### config.mk
export PLATFORM = sky130hd
export DESIGN_NAME = led_grid_layer_store_flat
export DESIGN_NICKNAME = d
export VERILOG_FILES = /design/src/lgls_pkg.sv /design/src/lgls_if.sv /design/src/lgls_ram.sv /design/src/lgls_front.sv /design/src/lgls_queue.sv /design/src/lgls_back.sv /design/src/led_grid_layer_store.sv /design/src/flat_wrapper.sv
export SDC_FILE = /design/constraint.sdc
export NUM_CORES = 2
export LEC_CHECK = 0
export ABC_AREA = 1
export ABC_CLOCK_PERIOD_IN_PS = 9100
export BUFFER_PORTS_ARGS = -buffer_cell sky130_fd_sc_hd__buf_4
export CAP_MARGIN = 20
export CORE_ASPECT_RATIO = 0.7
export CORE_MARGIN = 2
export CORE_UTILIZATION = 30
export CTS_CLUSTER_SIZE = 10
export DETAILED_ROUTE_END_ITERATION = 12
export SKIP_LAST_GASP = 1
export SYNTH_ARGS = -nofsm -noshare
export SYNTH_HDL_FRONTEND = slang
export SYNTH_SLANG_ARGS = --single-unit
### constraint.sdc
create_clock -name clk -period 9.1 [get_ports clk]
set_input_delay 1.365 -clock clk [delete_from_list [all_inputs] [get_ports clk]]
set_output_delay 1.365 -clock clk [all_outputs]
set_load 0.02 [all_outputs]
### src/lgls_pkg.sv
// shared constants, codes and types of the led grid layer store
package lgls_pkg;

    localparam int PAD_COUNT   = 100;
    localparam int PAD_W       = $clog2(PAD_COUNT);
    localparam int ACT_W       = 3;
    localparam int COLOR_W     = 6;
    localparam int FLASH_W     = 8;
    localparam int BITS_W      = 8;
    localparam int LINE_W      = 4;
    localparam int BRIGHT_W    = 3;
    localparam int PROD_W      = 20;
    localparam int QUEUE_DEPTH = 4;
    localparam int QPTR_W      = $clog2(QUEUE_DEPTH);

    localparam logic [BRIGHT_W-1:0] BRIGHT_RESET = 3'd7;
    localparam logic [FLASH_W-1:0]  FLASH_OFF    = 8'hff;

    localparam logic [ACT_W-1:0] ACT_SET   = 3'd0;
    localparam logic [ACT_W-1:0] ACT_FLASH = 3'd1;
    localparam logic [ACT_W-1:0] ACT_PULSE = 3'd2;
    localparam logic [ACT_W-1:0] ACT_SHOW8 = 3'd3;
    localparam logic [ACT_W-1:0] ACT_SHOW6 = 3'd4;

    localparam logic KIND_PLOT   = 1'b0;
    localparam logic KIND_REPORT = 1'b1;

    typedef struct packed {
        logic [COLOR_W-1:0] r;
        logic [COLOR_W-1:0] g;
        logic [COLOR_W-1:0] b;
    } rgb_t;

    typedef struct packed {
        logic [PROD_W-1:0] r;
        logic [PROD_W-1:0] g;
        logic [PROD_W-1:0] b;
    } prod_t;

    // one queued command, one output word each
    typedef struct packed {
        logic             kind;
        logic [PAD_W-1:0] pad;
        rgb_t             col;
        prod_t            prod;
        rgb_t             aux;
        logic             flash_rep;
        logic             last;
    } cmd_t;

endpackage

### src/lgls_if.sv
// channel interfaces: led actions in, plot commands and layer reports out
interface lgls_cmd_if;
    import lgls_pkg::*;

    logic                valid;
    logic                ready;
    logic [ACT_W-1:0]    action;
    logic [PAD_W-1:0]    pad;
    logic [COLOR_W-1:0]  red;
    logic [COLOR_W-1:0]  green;
    logic [COLOR_W-1:0]  blue;
    logic [BITS_W-1:0]   bits;
    logic                vertical;
    logic [LINE_W-1:0]   line;

    modport source (output valid, action, pad, red, green, blue, bits, vertical, line,
                    input ready);
    modport sink (input valid, action, pad, red, green, blue, bits, vertical, line,
                  output ready);
endinterface

interface lgls_res_if;
    import lgls_pkg::*;

    logic                valid;
    logic                ready;
    logic                kind;
    logic [PAD_W-1:0]    pad_out;
    logic [COLOR_W-1:0]  red_out;
    logic [COLOR_W-1:0]  green_out;
    logic [COLOR_W-1:0]  blue_out;
    logic [FLASH_W-1:0]  flash_red;
    logic [FLASH_W-1:0]  flash_green;
    logic [FLASH_W-1:0]  flash_blue;
    logic [COLOR_W-1:0]  pulse_red;
    logic [COLOR_W-1:0]  pulse_green;
    logic [COLOR_W-1:0]  pulse_blue;
    logic                last;

    modport source (output valid, kind, pad_out, red_out, green_out, blue_out,
                    flash_red, flash_green, flash_blue, pulse_red, pulse_green,
                    pulse_blue, last, input ready);
    modport sink (input valid, kind, pad_out, red_out, green_out, blue_out,
                  flash_red, flash_green, flash_blue, pulse_red, pulse_green,
                  pulse_blue, last, output ready);
endinterface

### src/lgls_ram.sv
// generic single-port-write ram with registered read
module lgls_ram #(
    parameter int WIDTH = 18,
    parameter int DEPTH = 100
) (
    input  logic                     clk,
    input  logic                     we,
    input  logic [$clog2(DEPTH)-1:0] waddr,
    input  logic [WIDTH-1:0]         wdata,
    input  logic                     re,
    input  logic [$clog2(DEPTH)-1:0] raddr,
    output logic [WIDTH-1:0]         rdata
);

    logic [WIDTH-1:0] mem_reg [DEPTH];
    logic [WIDTH-1:0] rdata_reg;

    always_ff @(posedge clk)
    begin
        if (we)
        begin
            mem_reg[waddr] <= wdata;
        end
        if (re)
        begin
            rdata_reg <= mem_reg[raddr];
        end
    end

    assign rdata = rdata_reg;

endmodule

### src/lgls_front.sv
// front end: accepts actions and expands them into one queued command per word
module lgls_front (
    input  logic                           clk,
    input  logic                           rst_n,
    lgls_cmd_if.sink                       cmd,
    input  logic [lgls_pkg::BRIGHT_W-1:0]  brightness,
    input  logic                           q_full,
    output logic                           push,
    output lgls_pkg::cmd_t                 push_data
);
    import lgls_pkg::*;

    localparam int SPAD_W = 8;
    localparam int STEP_W = 3;
    localparam int K_W    = 14;
    localparam logic [SPAD_W-1:0] PAD_LIMIT = SPAD_W'(PAD_COUNT);
    localparam logic [SPAD_W-1:0] ROW_STEP  = 8'd10;

    typedef enum logic [2:0] {
        S_IDLE,
        S_SET,
        S_FLASH,
        S_PULSE,
        S_SHOW8,
        S_SHOW6
    } state_t;

    state_t              state_reg;
    state_t              state_next;
    logic [STEP_W-1:0]   step_reg;
    logic [PAD_W-1:0]    pad_reg;
    rgb_t                rgb_reg;
    logic [BITS_W-1:0]   bits_reg;
    logic                vert_reg;
    logic [LINE_W-1:0]   line_reg;

    logic                need_push;
    logic                final_step;
    logic                adv;
    logic [SPAD_W-1:0]   spad;
    logic [SPAD_W-1:0]   line10;
    logic [K_W-1:0]      k;
    rgb_t                col;
    cmd_t                entry;
    logic                pad_ok;
    rgb_t                in_rgb;

    // 63*(b+5)^2-144 for each brightness level
    function automatic logic [K_W-1:0] k_factor(input logic [BRIGHT_W-1:0] b);
        logic [K_W-1:0] v;
        case (b)
            3'd0:    v = 14'd1431;
            3'd1:    v = 14'd2124;
            3'd2:    v = 14'd2943;
            3'd3:    v = 14'd3888;
            3'd4:    v = 14'd4959;
            3'd5:    v = 14'd6156;
            3'd6:    v = 14'd7479;
            default: v = 14'd8928;
        endcase
        return v;
    endfunction

    // (c-1)*k, meaningless for c == 0, which scales to zero downstream
    function automatic logic [PROD_W-1:0] prod_level(input logic [COLOR_W-1:0] c,
                                                     input logic [K_W-1:0] kf);
        logic [COLOR_W-1:0] cm1;
        cm1 = c - COLOR_W'(1);
        return PROD_W'(cm1) * PROD_W'(kf);
    endfunction

    assign in_rgb    = '{r: cmd.red, g: cmd.green, b: cmd.blue};
    assign pad_ok    = SPAD_W'(cmd.pad) < PAD_LIMIT;
    assign cmd.ready = (state_reg == S_IDLE);
    assign k         = k_factor(brightness);
    assign line10    = SPAD_W'(line_reg) * ROW_STEP;

    always_comb
    begin
        case (cmd.action)
            ACT_SET:   state_next = pad_ok ? S_SET : S_IDLE;
            ACT_FLASH: state_next = pad_ok ? S_FLASH : S_IDLE;
            // pulse with black colour behaves exactly as set to black
            ACT_PULSE: state_next = !pad_ok ? S_IDLE :
                                    (in_rgb == '0) ? S_SET : S_PULSE;
            ACT_SHOW8: state_next = S_SHOW8;
            ACT_SHOW6: state_next = S_SHOW6;
            default:   state_next = S_IDLE;
        endcase
    end

    always_comb
    begin
        need_push  = 1'b0;
        final_step = 1'b1;
        spad       = SPAD_W'(pad_reg);
        col        = rgb_reg;
        entry.kind      = KIND_PLOT;
        entry.aux       = '0;
        entry.flash_rep = 1'b0;
        entry.last      = 1'b0;
        case (state_reg)
            S_SET:
            begin
                need_push  = 1'b1;
                final_step = (step_reg != '0);
                entry.kind = (step_reg != '0) ? KIND_REPORT : KIND_PLOT;
                entry.last = final_step;
            end
            S_FLASH:
            begin
                need_push       = 1'b1;
                entry.kind      = KIND_REPORT;
                entry.aux       = rgb_reg;
                entry.flash_rep = 1'b1;
                entry.last      = 1'b1;
            end
            S_PULSE:
            begin
                need_push  = 1'b1;
                col        = '0;
                entry.kind = KIND_REPORT;
                entry.aux  = rgb_reg;
                entry.last = 1'b1;
            end
            S_SHOW8, S_SHOW6:
            begin
                if (state_reg == S_SHOW8)
                begin
                    final_step = (step_reg == 3'd7);
                    spad = vert_reg ? (SPAD_W'(step_reg) + 8'd1) * ROW_STEP + SPAD_W'(line_reg)
                                    : 8'd8 - SPAD_W'(step_reg) + line10;
                end
                else
                begin
                    final_step = (step_reg == 3'd5);
                    spad = vert_reg ? (SPAD_W'(step_reg) + 8'd2) * ROW_STEP + SPAD_W'(line_reg)
                                    : 8'd7 - SPAD_W'(step_reg) + line10;
                end
                col       = bits_reg[step_reg] ? rgb_reg : '0;
                need_push = spad < PAD_LIMIT;
                // down a column pads grow, so the next one may fall off the grid
                entry.last = final_step || (vert_reg && (spad + ROW_STEP >= PAD_LIMIT));
            end
            default:
            begin
                need_push  = 1'b0;
                final_step = 1'b1;
            end
        endcase
        entry.pad    = spad[PAD_W-1:0];
        entry.col    = col;
        entry.prod.r = prod_level(col.r, k);
        entry.prod.g = prod_level(col.g, k);
        entry.prod.b = prod_level(col.b, k);
    end

    assign adv       = (state_reg != S_IDLE) && (!need_push || !q_full);
    assign push      = (state_reg != S_IDLE) && need_push && !q_full;
    assign push_data = entry;

    always_ff @(posedge clk or negedge rst_n)
    begin
        if (!rst_n)
        begin
            state_reg <= S_IDLE;
            step_reg  <= '0;
        end
        else if (state_reg == S_IDLE)
        begin
            if (cmd.valid)
            begin
                state_reg <= state_next;
                step_reg  <= '0;
            end
        end
        else if (adv)
        begin
            if (final_step)
            begin
                state_reg <= S_IDLE;
            end
            else
            begin
                step_reg <= step_reg + STEP_W'(1);
            end
        end
    end

    always_ff @(posedge clk)
    begin
        if (cmd.valid && cmd.ready)
        begin
            pad_reg  <= cmd.pad;
            rgb_reg  <= in_rgb;
            bits_reg <= cmd.bits;
            vert_reg <= cmd.vertical;
            line_reg <= cmd.line;
        end
    end

endmodule

### src/lgls_queue.sv
// short command queue between front and back end
module lgls_queue (
    input  logic            clk,
    input  logic            rst_n,
    input  logic            push,
    input  lgls_pkg::cmd_t  push_data,
    output logic            full,
    input  logic            pop,
    output logic            empty,
    output lgls_pkg::cmd_t  head
);
    import lgls_pkg::*;

    cmd_t               mem_reg [QUEUE_DEPTH];
    logic [QPTR_W-1:0]  wr_ptr_reg;
    logic [QPTR_W-1:0]  rd_ptr_reg;
    logic [QPTR_W:0]    count_reg;

    assign full  = (count_reg == (QPTR_W+1)'(QUEUE_DEPTH));
    assign empty = (count_reg == '0);
    assign head  = mem_reg[rd_ptr_reg];

    always_ff @(posedge clk or negedge rst_n)
    begin
        if (!rst_n)
        begin
            wr_ptr_reg <= '0;
            rd_ptr_reg <= '0;
            count_reg  <= '0;
        end
        else
        begin
            if (push)
            begin
                wr_ptr_reg <= wr_ptr_reg + QPTR_W'(1);
            end
            if (pop)
            begin
                rd_ptr_reg <= rd_ptr_reg + QPTR_W'(1);
            end
            if (push && !pop)
            begin
                count_reg <= count_reg + (QPTR_W+1)'(1);
            end
            else if (pop && !push)
            begin
                count_reg <= count_reg - (QPTR_W+1)'(1);
            end
        end
    end

    always_ff @(posedge clk)
    begin
        if (push)
        begin
            mem_reg[wr_ptr_reg] <= push_data;
        end
    end

endmodule

### src/lgls_back.sv
// back end: scales plot colours, keeps the steady layer, builds output words
module lgls_back (
    input  logic            clk,
    input  logic            rst_n,
    input  lgls_pkg::cmd_t  head,
    input  logic            q_empty,
    output logic            pop,
    lgls_res_if.source      res
);
    import lgls_pkg::*;

    localparam int DIV_SHIFT   = 5;
    localparam int X_W         = PROD_W - DIV_SHIFT;
    localparam int RECIP_W     = 14;
    localparam int M_W         = X_W + RECIP_W;
    localparam int RECIP_SHIFT = 22;
    // x/279 == (x*15034) >> 22 for every x the products can reach
    localparam logic [RECIP_W-1:0] RECIP = 14'd15034;

    typedef struct packed {
        logic                kind;
        logic [PAD_W-1:0]    pad;
        rgb_t                main;
        logic [FLASH_W-1:0]  fr;
        logic [FLASH_W-1:0]  fg;
        logic [FLASH_W-1:0]  fb;
        rgb_t                pulse;
        logic                last;
    } word_t;

    logic [PAD_COUNT-1:0] steady_vld_reg;
    logic                 rd_vld_reg;
    logic                 s1_valid_reg;
    cmd_t                 s1_cmd_reg;
    rgb_t                 s1_scaled_reg;
    logic                 out_valid_reg;
    word_t                out_reg;

    logic                 s1_adv;
    logic                 ram_we;
    logic [3*COLOR_W-1:0] ram_rdata;
    rgb_t                 steady_rd;
    rgb_t                 scaled;
    word_t                word;

    // zero stays zero, else (c-1)*k/8928 + 1, with the /8928 as >>5 then /279
    function automatic logic [COLOR_W-1:0] scale(input logic [COLOR_W-1:0] c,
                                                 input logic [PROD_W-1:0] p);
        logic [X_W-1:0] x;
        logic [M_W-1:0] m;
        x = p[PROD_W-1:DIV_SHIFT];
        m = M_W'(x) * M_W'(RECIP);
        return (c == '0) ? '0 : m[RECIP_SHIFT +: COLOR_W] + COLOR_W'(1);
    endfunction

    assign s1_adv = s1_valid_reg && (!out_valid_reg || res.ready);
    assign pop    = !q_empty && (!s1_valid_reg || s1_adv);
    // a flash report leaves the steady layer as it is
    assign ram_we = pop && ((head.kind == KIND_PLOT) || !head.flash_rep);

    assign scaled.r = scale(head.col.r, head.prod.r);
    assign scaled.g = scale(head.col.g, head.prod.g);
    assign scaled.b = scale(head.col.b, head.prod.b);

    lgls_ram #(
        .WIDTH (3*COLOR_W),
        .DEPTH (PAD_COUNT)
    ) u_steady (
        .clk   (clk),
        .we    (ram_we),
        .waddr (head.pad),
        .wdata (head.col),
        .re    (pop),
        .raddr (head.pad),
        .rdata (ram_rdata)
    );

    assign steady_rd = rd_vld_reg ? rgb_t'(ram_rdata) : '0;

    always_comb
    begin
        word.kind = s1_cmd_reg.kind;
        word.pad  = s1_cmd_reg.pad;
        word.last = s1_cmd_reg.last;
        if (s1_cmd_reg.kind == KIND_PLOT)
        begin
            word.main  = s1_scaled_reg;
            word.fr    = '0;
            word.fg    = '0;
            word.fb    = '0;
            word.pulse = '0;
        end
        else if (s1_cmd_reg.flash_rep)
        begin
            word.main  = steady_rd;
            word.fr    = FLASH_W'(s1_cmd_reg.aux.r);
            word.fg    = FLASH_W'(s1_cmd_reg.aux.g);
            word.fb    = FLASH_W'(s1_cmd_reg.aux.b);
            word.pulse = '0;
        end
        else
        begin
            word.main  = s1_cmd_reg.col;
            word.fr    = FLASH_OFF;
            word.fg    = FLASH_OFF;
            word.fb    = FLASH_OFF;
            word.pulse = s1_cmd_reg.aux;
        end
    end

    always_ff @(posedge clk or negedge rst_n)
    begin
        if (!rst_n)
        begin
            steady_vld_reg <= '0;
            rd_vld_reg     <= 1'b0;
            s1_valid_reg   <= 1'b0;
            out_valid_reg  <= 1'b0;
        end
        else
        begin
            if (ram_we)
            begin
                steady_vld_reg[head.pad] <= 1'b1;
            end
            if (pop)
            begin
                rd_vld_reg <= steady_vld_reg[head.pad];
            end
            if (pop)
            begin
                s1_valid_reg <= 1'b1;
            end
            else if (s1_adv)
            begin
                s1_valid_reg <= 1'b0;
            end
            if (s1_adv)
            begin
                out_valid_reg <= 1'b1;
            end
            else if (res.ready)
            begin
                out_valid_reg <= 1'b0;
            end
        end
    end

    always_ff @(posedge clk)
    begin
        if (pop)
        begin
            s1_cmd_reg    <= head;
            s1_scaled_reg <= scaled;
        end
        if (s1_adv)
        begin
            out_reg <= word;
        end
    end

    assign res.valid       = out_valid_reg;
    assign res.kind        = out_reg.kind;
    assign res.pad_out     = out_reg.pad;
    assign res.red_out     = out_reg.main.r;
    assign res.green_out   = out_reg.main.g;
    assign res.blue_out    = out_reg.main.b;
    assign res.flash_red   = out_reg.fr;
    assign res.flash_green = out_reg.fg;
    assign res.flash_blue  = out_reg.fb;
    assign res.pulse_red   = out_reg.pulse.r;
    assign res.pulse_green = out_reg.pulse.g;
    assign res.pulse_blue  = out_reg.pulse.b;
    assign res.last        = out_reg.last;

endmodule

### src/led_grid_layer_store.sv
// top level of the led grid layer store
//
//  port       dir   what it moves
//  cmd        in    led action word (set, flash, pulse, show eight, show six)
//  res        out   plot command or layer report word, last marks end of action
//  cfg_we     in    brightness write strobe
//  cfg_wdata  in    brightness level
//
// the front takes an action while idle, then steps through the words it expands: set or black
// pulse give a plot and a report, flash or other pulse a report, show eight 8 and show six 6
// pads (off-grid pads stepped but not pushed); off-grid pads and unused codes give no word.
// a four-word queue, a ram read stage and an output register follow; queued words leave
// one per cycle while res is ready. reset clears the steady-layer valid flags at once.
// a stalled output fills the queue and then holds the front.
module led_grid_layer_store (
    input  logic                           clk,
    input  logic                           rst_n,
    lgls_cmd_if.sink                       cmd,
    lgls_res_if.source                     res,
    input  logic                           cfg_we,
    input  logic [lgls_pkg::BRIGHT_W-1:0]  cfg_wdata
);
    import lgls_pkg::*;

    logic [BRIGHT_W-1:0] brightness_reg;
    logic                push;
    cmd_t                push_data;
    logic                q_full;
    logic                q_empty;
    logic                pop;
    cmd_t                head;

    always_ff @(posedge clk or negedge rst_n)
    begin
        if (!rst_n)
        begin
            brightness_reg <= BRIGHT_RESET;
        end
        else if (cfg_we)
        begin
            brightness_reg <= cfg_wdata;
        end
    end

    lgls_front u_front (
        .clk        (clk),
        .rst_n      (rst_n),
        .cmd        (cmd),
        .brightness (brightness_reg),
        .q_full     (q_full),
        .push       (push),
        .push_data  (push_data)
    );

    lgls_queue u_queue (
        .clk       (clk),
        .rst_n     (rst_n),
        .push      (push),
        .push_data (push_data),
        .full      (q_full),
        .pop       (pop),
        .empty     (q_empty),
        .head      (head)
    );

    lgls_back u_back (
        .clk     (clk),
        .rst_n   (rst_n),
        .head    (head),
        .q_empty (q_empty),
        .pop     (pop),
        .res     (res)
    );

endmodule

### src/flat_wrapper.sv
// flat-port wrapper written by rule: the top's interface ports become plain ports
module led_grid_layer_store_flat import lgls_pkg::*;
  (clk, rst_n, cfg_we, cfg_wdata, cmd_valid, cmd_action, cmd_pad, cmd_red, cmd_green, cmd_blue, cmd_bits, cmd_vertical, cmd_line, cmd_ready, res_valid, res_kind, res_pad_out, res_red_out, res_green_out, res_blue_out, res_flash_red, res_flash_green, res_flash_blue, res_pulse_red, res_pulse_green, res_pulse_blue, res_last, res_ready);
  lgls_cmd_if cmd_i ();
  lgls_res_if res_i ();
  input  logic clk;
  input  logic rst_n;
  input  logic cfg_we;
  input  logic [lgls_pkg::BRIGHT_W-1:0] cfg_wdata;
  input wire logic [$bits(cmd_i.valid)-1:0] cmd_valid;
  input wire logic [$bits(cmd_i.action)-1:0] cmd_action;
  input wire logic [$bits(cmd_i.pad)-1:0] cmd_pad;
  input wire logic [$bits(cmd_i.red)-1:0] cmd_red;
  input wire logic [$bits(cmd_i.green)-1:0] cmd_green;
  input wire logic [$bits(cmd_i.blue)-1:0] cmd_blue;
  input wire logic [$bits(cmd_i.bits)-1:0] cmd_bits;
  input wire logic [$bits(cmd_i.vertical)-1:0] cmd_vertical;
  input wire logic [$bits(cmd_i.line)-1:0] cmd_line;
  output wire logic [$bits(cmd_i.ready)-1:0] cmd_ready;
  output wire logic [$bits(res_i.valid)-1:0] res_valid;
  output wire logic [$bits(res_i.kind)-1:0] res_kind;
  output wire logic [$bits(res_i.pad_out)-1:0] res_pad_out;
  output wire logic [$bits(res_i.red_out)-1:0] res_red_out;
  output wire logic [$bits(res_i.green_out)-1:0] res_green_out;
  output wire logic [$bits(res_i.blue_out)-1:0] res_blue_out;
  output wire logic [$bits(res_i.flash_red)-1:0] res_flash_red;
  output wire logic [$bits(res_i.flash_green)-1:0] res_flash_green;
  output wire logic [$bits(res_i.flash_blue)-1:0] res_flash_blue;
  output wire logic [$bits(res_i.pulse_red)-1:0] res_pulse_red;
  output wire logic [$bits(res_i.pulse_green)-1:0] res_pulse_green;
  output wire logic [$bits(res_i.pulse_blue)-1:0] res_pulse_blue;
  output wire logic [$bits(res_i.last)-1:0] res_last;
  input wire logic [$bits(res_i.ready)-1:0] res_ready;
  assign cmd_i.valid = cmd_valid;
  assign cmd_i.action = cmd_action;
  assign cmd_i.pad = cmd_pad;
  assign cmd_i.red = cmd_red;
  assign cmd_i.green = cmd_green;
  assign cmd_i.blue = cmd_blue;
  assign cmd_i.bits = cmd_bits;
  assign cmd_i.vertical = cmd_vertical;
  assign cmd_i.line = cmd_line;
  assign cmd_ready = cmd_i.ready;
  assign res_valid = res_i.valid;
  assign res_kind = res_i.kind;
  assign res_pad_out = res_i.pad_out;
  assign res_red_out = res_i.red_out;
  assign res_green_out = res_i.green_out;
  assign res_blue_out = res_i.blue_out;
  assign res_flash_red = res_i.flash_red;
  assign res_flash_green = res_i.flash_green;
  assign res_flash_blue = res_i.flash_blue;
  assign res_pulse_red = res_i.pulse_red;
  assign res_pulse_green = res_i.pulse_green;
  assign res_pulse_blue = res_i.pulse_blue;
  assign res_last = res_i.last;
  assign res_i.ready = res_ready;
  led_grid_layer_store u_core (.clk(clk), .rst_n(rst_n), .cmd(cmd_i), .res(res_i), .cfg_we(cfg_we), .cfg_wdata(cfg_wdata));
endmodule
# Word-level counts from Yosys, hierarchy flattened
# Memories as Yosys holds them, arrays and structs flattened. A register that Yosys moved wholly into a read port is not among the register bits.
# Cells that the tools add are included.
# Widths: inputs -> output; s select.
# word_totals
reg_bits	290
latchBits	0
ramBits	2224
rom_bits	0
inputBits	49
elab_cells	196
memories	2
# memory_table
memory	words	word_bits	rd	rd_ports_with_merged_regs	wr	line	text
u_core.u_back.u_steady.mem_reg	100	18	1	1	1	lgls_ram.sv:15	logic [WIDTH-1:0] mem_reg [DEPTH];
u_core.u_queue.mem_reg	4	106	1	0	1	lgls_queue.sv:14	cmd_t mem_reg [QUEUE_DEPTH];
# classes
addsub	20
n_mul	9
div	0
order_cmp	6
n_eq_ne	20
shift	0
muxes	49
bitwise_logic	3
n_reduce_logical	45
# ops
cell	count
$mux 60	2
$or 100x100->100	1
$pmux 14 s7	1
$mul 15x13->27 const B	3
$mul 6x14->20	3
$mux 18	3
$pmux 18 s2	1
$mux 8	4
$mux 3	10
$eq 3x3->1 const B	9
$mul 4x3->7 const B	3
$add 6x1->6 const B	3
$eq 3x2->1 const B	6
$logic_not 18->1	1
$logic_not 6->1	3
$sub 6x1->6 const B	3
$add 8x4->8	2
$add 8x8->8	2
$mux 1	16
$pmux 3 s5	1
$logic_not 3->1	4
$logic_and 1x1->1	11
$reduce_bool 2->1	5
$eq 3x1->1 const B	3
other kinds (29)	52

# Depth between registers and ports, before layout
# logic_depth
ltp_word	14
ltp_mapped	35
depth_no_buf	35

# Hierarchy
# Synthesis repeated with hierarchy kept, for this count alone.
# unflattened
hier_cells	11490
hier_area_um2	124729.6
# by_module_without_submodules
mod	n_inst	cells_per_inst	area_per_inst_um2	seq_area_each_um2
lgls_ram	1	6294	74233.7	54592.4
lgls_back	1	2398	22003.6	6421.2
lgls_queue	1	1284	17055.1	12907.4
lgls_front	1	1501	11320.9	1291.2
led_grid_layer_store	1	13	116.4	78.8

# Least setup slack after synthesis
# OpenSTA, ideal clock, no wires.
# synth_timing
path_kind	flip-flop to flip-flop
from	reg u_core.u_front.step_reg[1]
to	mem u_core.u_queue.mem_reg[0][0] (netlist name) (enable)
t_arrival_ps	6688
slack_ps	1871
stages_incl_launch_ff	18
n_path_buf	0
cell_sequence	dfrtp_1 > inv_1 > ha_1 > ha_1 > ha_1 > inv_1 > fa_1 > xor2_1 > nand3_1 > nand2_1 > nand3_1 > nand3_1 > nand2_1 > nor2_1 > nand2_1 > nand2_1 > nand3b_1 > nor2_1
# synth_via
elab_chain_len	12
elab_cells_between_ends	20
classes_between	8 x add/sub; 2 x mul; 1 x order compare; 7 x mux; 2 x reduce/logical
# synth_lines
element	line	text
start, declared	lgls_front.sv:30	logic [STEP_W-1:0] step_reg;
start signal, assigned	lgls_front.sv:185	step_reg <= step_reg + STEP_W'(1);
$add 3x2->4 / $add 3x1->4 (equally long branches)	lgls_front.sv:137, lgls_front.sv:131	
$mul 4x3->7 (on tied branches)	lgls_front.sv:137, lgls_front.sv:131	
$add 8x4->8 (on tied branches)	lgls_front.sv:137, lgls_front.sv:131	
$mux 8 (on tied branches)	lgls_front.sv:137, lgls_front.sv:131	
$mux 8 *	lgls_front.sv:128	if (state_reg == S_SHOW8)
$mux 8 *	lgls_front.sv:102	case (state_reg)
$lt 8x7->1 *	lgls_front.sv:141	need_push = spad < PAD_LIMIT;
$pmux 1 s2 *	lgls_front.sv:102	
$logic_and 1x1->1 * (2 in a row)	lgls_front.sv:159	assign push = (state_reg != S_IDLE) && need_push && !q_full;
$mux 1 *	lgls_queue.sv:54	if (push)
$mux 1 (implied by the code) *	lgls_queue.sv:56	mem_reg[wr_ptr_reg] <= push_data;
end, declared	lgls_queue.sv:14	
# Mark *: on every way between the ends. The rest lies on a longest branch, timed or not. The select of a mux whose other input is x is not followed.

# Worst setup path after layout
# layout_timing
from	reg u_core.u_queue.rd_ptr_reg[0]
to	reg u_core.u_back.s1_scaled_reg[10] (netlist name) (data pin)
# layout_via
elab_chain_len	3
elab_cells_between_ends	4
classes_between	1 x add/sub; 1 x mul; 1 x reduce/logical; 1 x memory
# layout_lines
element	line	text
start, declared	lgls_queue.sv:16	logic [QPTR_W-1:0] rd_ptr_reg;
start signal, assigned	lgls_queue.sv:39	rd_ptr_reg <= rd_ptr_reg + QPTR_W'(1);
$mem_v2 4x106 *	n/a	
$mul 15x13->27	lgls_back.sv:52	m = M_W'(x) * M_W'(RECIP);
$add 6x1->6	lgls_back.sv:53	return (c == '0) ? '0 : m[RECIP_SHIFT +: COLOR_W] + COLOR_W'(1);
end signal, assigned	lgls_back.sv:154	s1_scaled_reg <= scaled;
end, declared	lgls_back.sv:35	rgb_t s1_scaled_reg;
# Mark *: on every way between the ends. The rest lies on a longest branch, timed or not.
# A chain may end at the register's enable or synchronous reset.

==> impl_metrics.py <==
metrics = {
    "status": {
        "status": "finished clean",
    },
    "sta": {
        "finalSetupViolations": 0,
        "hold_violations": 0,
        "period_needed_ns": 7.394,
        "rsz0062_at_grt": "no",
        "tightest_slew_ns": 1.260,
        "finClkSkew_ns": 0.1241,
        "fmax_mhz": 135.3,
        "final_max_slew_viol_count": 0,
        "min_period_over_period_pct": 81.25,
        "fin_setup_tns_ns": 0,
        "slew_headroom_pct": 15.97,
    },
    "place": {
        "io_buffers": 119,
        "hpwl_mm": 223.0,
        "place_congestion": 0.9076,
    },
    "yosys": {
        "ys_warn_count": 0,
        "synth_cells": 10120,
        "async_flop_share_pct": 4.824,
        "syn_avg_cell_area_um2": 11.59,
        "syn_area_mm2": 0.1173,
        "synth.distinct_cells": 57,
        "ys_ff_latch": 2467,
        "ys.flop_type": "edfxtp_1",
        "synth_area_leaders": "edfxtp_1 (60%), nand2_1 (9.4%), fa_1 (6.8%)",
        "syn-num-nets": 10980,
        "yosysTopAreaCell": "edfxtp_1",
        "yosysSeqAreaShare_pct": 62.64,
        "yosys.area.top_type_share_pct": 60.10,
        "synth-edff-count": 2348,
    },
    "global_route": {
        "grt_pass1_wl_mm": 511.1,
        "track_usage_pct": 17.25,
        "antenna_found_initial": 20,
        "grt_max_degree": 161,
        "gr-total-overflow": 0,
        "first_global_vias": 73480,
    },
    "cts": {
        "clockBufferDepth": 4,
        "clock_latency_ns": 0.92,
        "cts_buffers": 289,
        "post_cts_resized": 0,
        "hold_buffers": 0,
        "cts_tree": "yes",
        "cts_sinks": 2467,
        "clk_pin_slew_ns": 0.05,
        "htreeDepth": 5,
        "clock-root-buffer": "clkbuf_16",
        "cts_setup_buffers": 0,
    },
    "setup_path": {
        "cp.required_ns": 9.68,
        "cpPeakStageDelay_ns": 0.93,
        "worstPathMaxFanout": 46,
        "end_kind": "flip-flop",
        "critPathMostFrequentCell": "nand2_1",
        "critPathSlowestCell": "a32oi_1",
        "worstPathArrival_ns": 7.97,
        "crit_type": "flip-flop to flip-flop",
        "start_kind": "flip-flop",
    },
    "layout": {
        "final_cell_mix": "nand2_1 (2927), edfxtp_1 (2348), inv_1 (901)",
        "synthToLayoutAreaGrowth_pct": 14.04,
        "final_common_cell": "nand2_1",
        "largest_register_ffs": 1800,
        "n_fill_cell": 38410,
        "drive_gt1_share_pct": 8.772,
        "layout.nets": 11230,
    },
    "worst_hold_path": {
        "min_path_type": "flip-flop to flip-flop",
    },
    "die": {
        "core_area_mm2": 0.3901,
        "dieArea_mm2": 0.3961,
        "die_w_um": 751.4,
        "placementRows": 192,
        "initial_core_util_pct": 30.07,
        "dieHeight_um": 527.2,
        "io_pins": 120,
    },
    "detailed_routing": {
        "drt_iter0_drc": 10020,
        "drtAntennaViolNets": 0,
        "post_drt_wl_per_cell_um": 22.29,
        "first_pass_iters": 6,
        "vias": 78100,
        "via_per_inst": 4.949,
        "routed_wl_mm": 351.8,
        "drc": 0,
    },
    "flow_run": {
        "cap_violations": 0,
    },
}
-- synth_stat cells (10+ instances only) --
cell         n
a21oi_1    475
clkbuf_1    98
a21o_1      10
buf_4       34
or2_1       43
or2_0       19
buf_2      232
nand2_1   2931
o22ai_1     38
nor3_1      26
xor2_1      46
nand3b_1    34
nand3_1    267
nand2_2     13
inv_1      902
fa_1       400
o21bai_1    10
buf_6       13
ha_1       410
o21ai_0    341
xnor2_1     20
a22oi_1    330
nor2_1     596
o21ai_1     40
nand4_1     84
dfrtp_1    116
or2_2       38
nor4_1      12
edfxtp_1  2348
a32oi_1     57
inv_2       28
buf_1       30
-- worst max-delay path: cells and delay by family (launching register included) --
kind	cells	cell delay, ns
AOI/OAI and AO/OA	2	1.09
xor gates and xnor gates	2	0.35
adders and majority gates	7	3.01
buffers and inverters	7	1.07
DFF	1	0.79
and+or+nand+nor	10	0.81
-- metrics by stage --
stage	setup WS, ns	std cells	hold WS, ns	util (%)	area (µm²)
after detailed placement	1.637	15320	0.4045	32.17	125500
final	1.706	15780	0.4172	34.29	133800
after global routing	1.129	15770	0.4251	34.29	133800
after global placement	1.769	15310	0.4029	32.15	125400
after CTS	1.698	15770	0.4169	34.27	133700
after floorplan	1.871	10120	0.4003	-	117300
-- cell type report --
cell class | count | area, µm² | share of cell area, %
inverter | 941 | 3600 | 2.691
clock buffer | 432 | 7915 | 5.916
timing repair buffer | 365 | 3017 | 2.255
multi-input combinational | 6309 | 38910 | 29.09
antenna | 9 | 22.52 | 0.01683
clock inverter | 19 | 265.3 | 0.1983
sequential | 2467 | 73490 | 54.94
tap | 5238 | 6554 | 4.899
-- metal layers --
layer  share of wire [%]  wire [µm]  GRT usage, %
met1                  45     159700         26.59
met2                  40     141300         23.60
met3                  11      40310         4.258
met4                 3.0      10560         5.097
met5              0.0026          9             0
-- path summary, 6_finish.rpt --
check                                              endpoint                          from  slack (ns)  depth (start not counted)
min                            u_core.u_back.res.pad_out[0]  u_core.u_back.s1_cmd_reg[98]        0.42                          0
max in group asynchronous  u_core.u_back.steady_vld_reg[13]                         rst_n        7.02                          2
min reg2reg                    u_core.u_back.res.pad_out[0]  u_core.u_back.s1_cmd_reg[98]        0.42                          0
max reg2reg                 u_core.u_back.s1_scaled_reg[10]  u_core.u_queue.rd_ptr_reg[0]        1.71                         28
max                         u_core.u_back.s1_scaled_reg[10]  u_core.u_queue.rd_ptr_reg[0]        1.71                         28
min in group asynchronous        u_core.u_front.step_reg[0]                         rst_n        0.66                          1
-- cell families after synthesis --
| kind of cell | after synthesis | synth area share, % |
|---|---|---|
| buffers and inverters | 1348 | 4.757 |
| and+or+nand+nor | 4100 | 14.15 |
| xor gates and xnor gates | 66 | 0.4928 |
| DFF | 2467 | 62.64 |
| muxes | 1 | 0.009598 |
| adders and majority gates | 810 | 11.20 |
| AOI/OAI and AO/OA | 1332 | 6.750 |
Power is left out: the tool's default activity adds up to more than one toggle a clock period on the data nets, which glitch-free logic cannot reach.
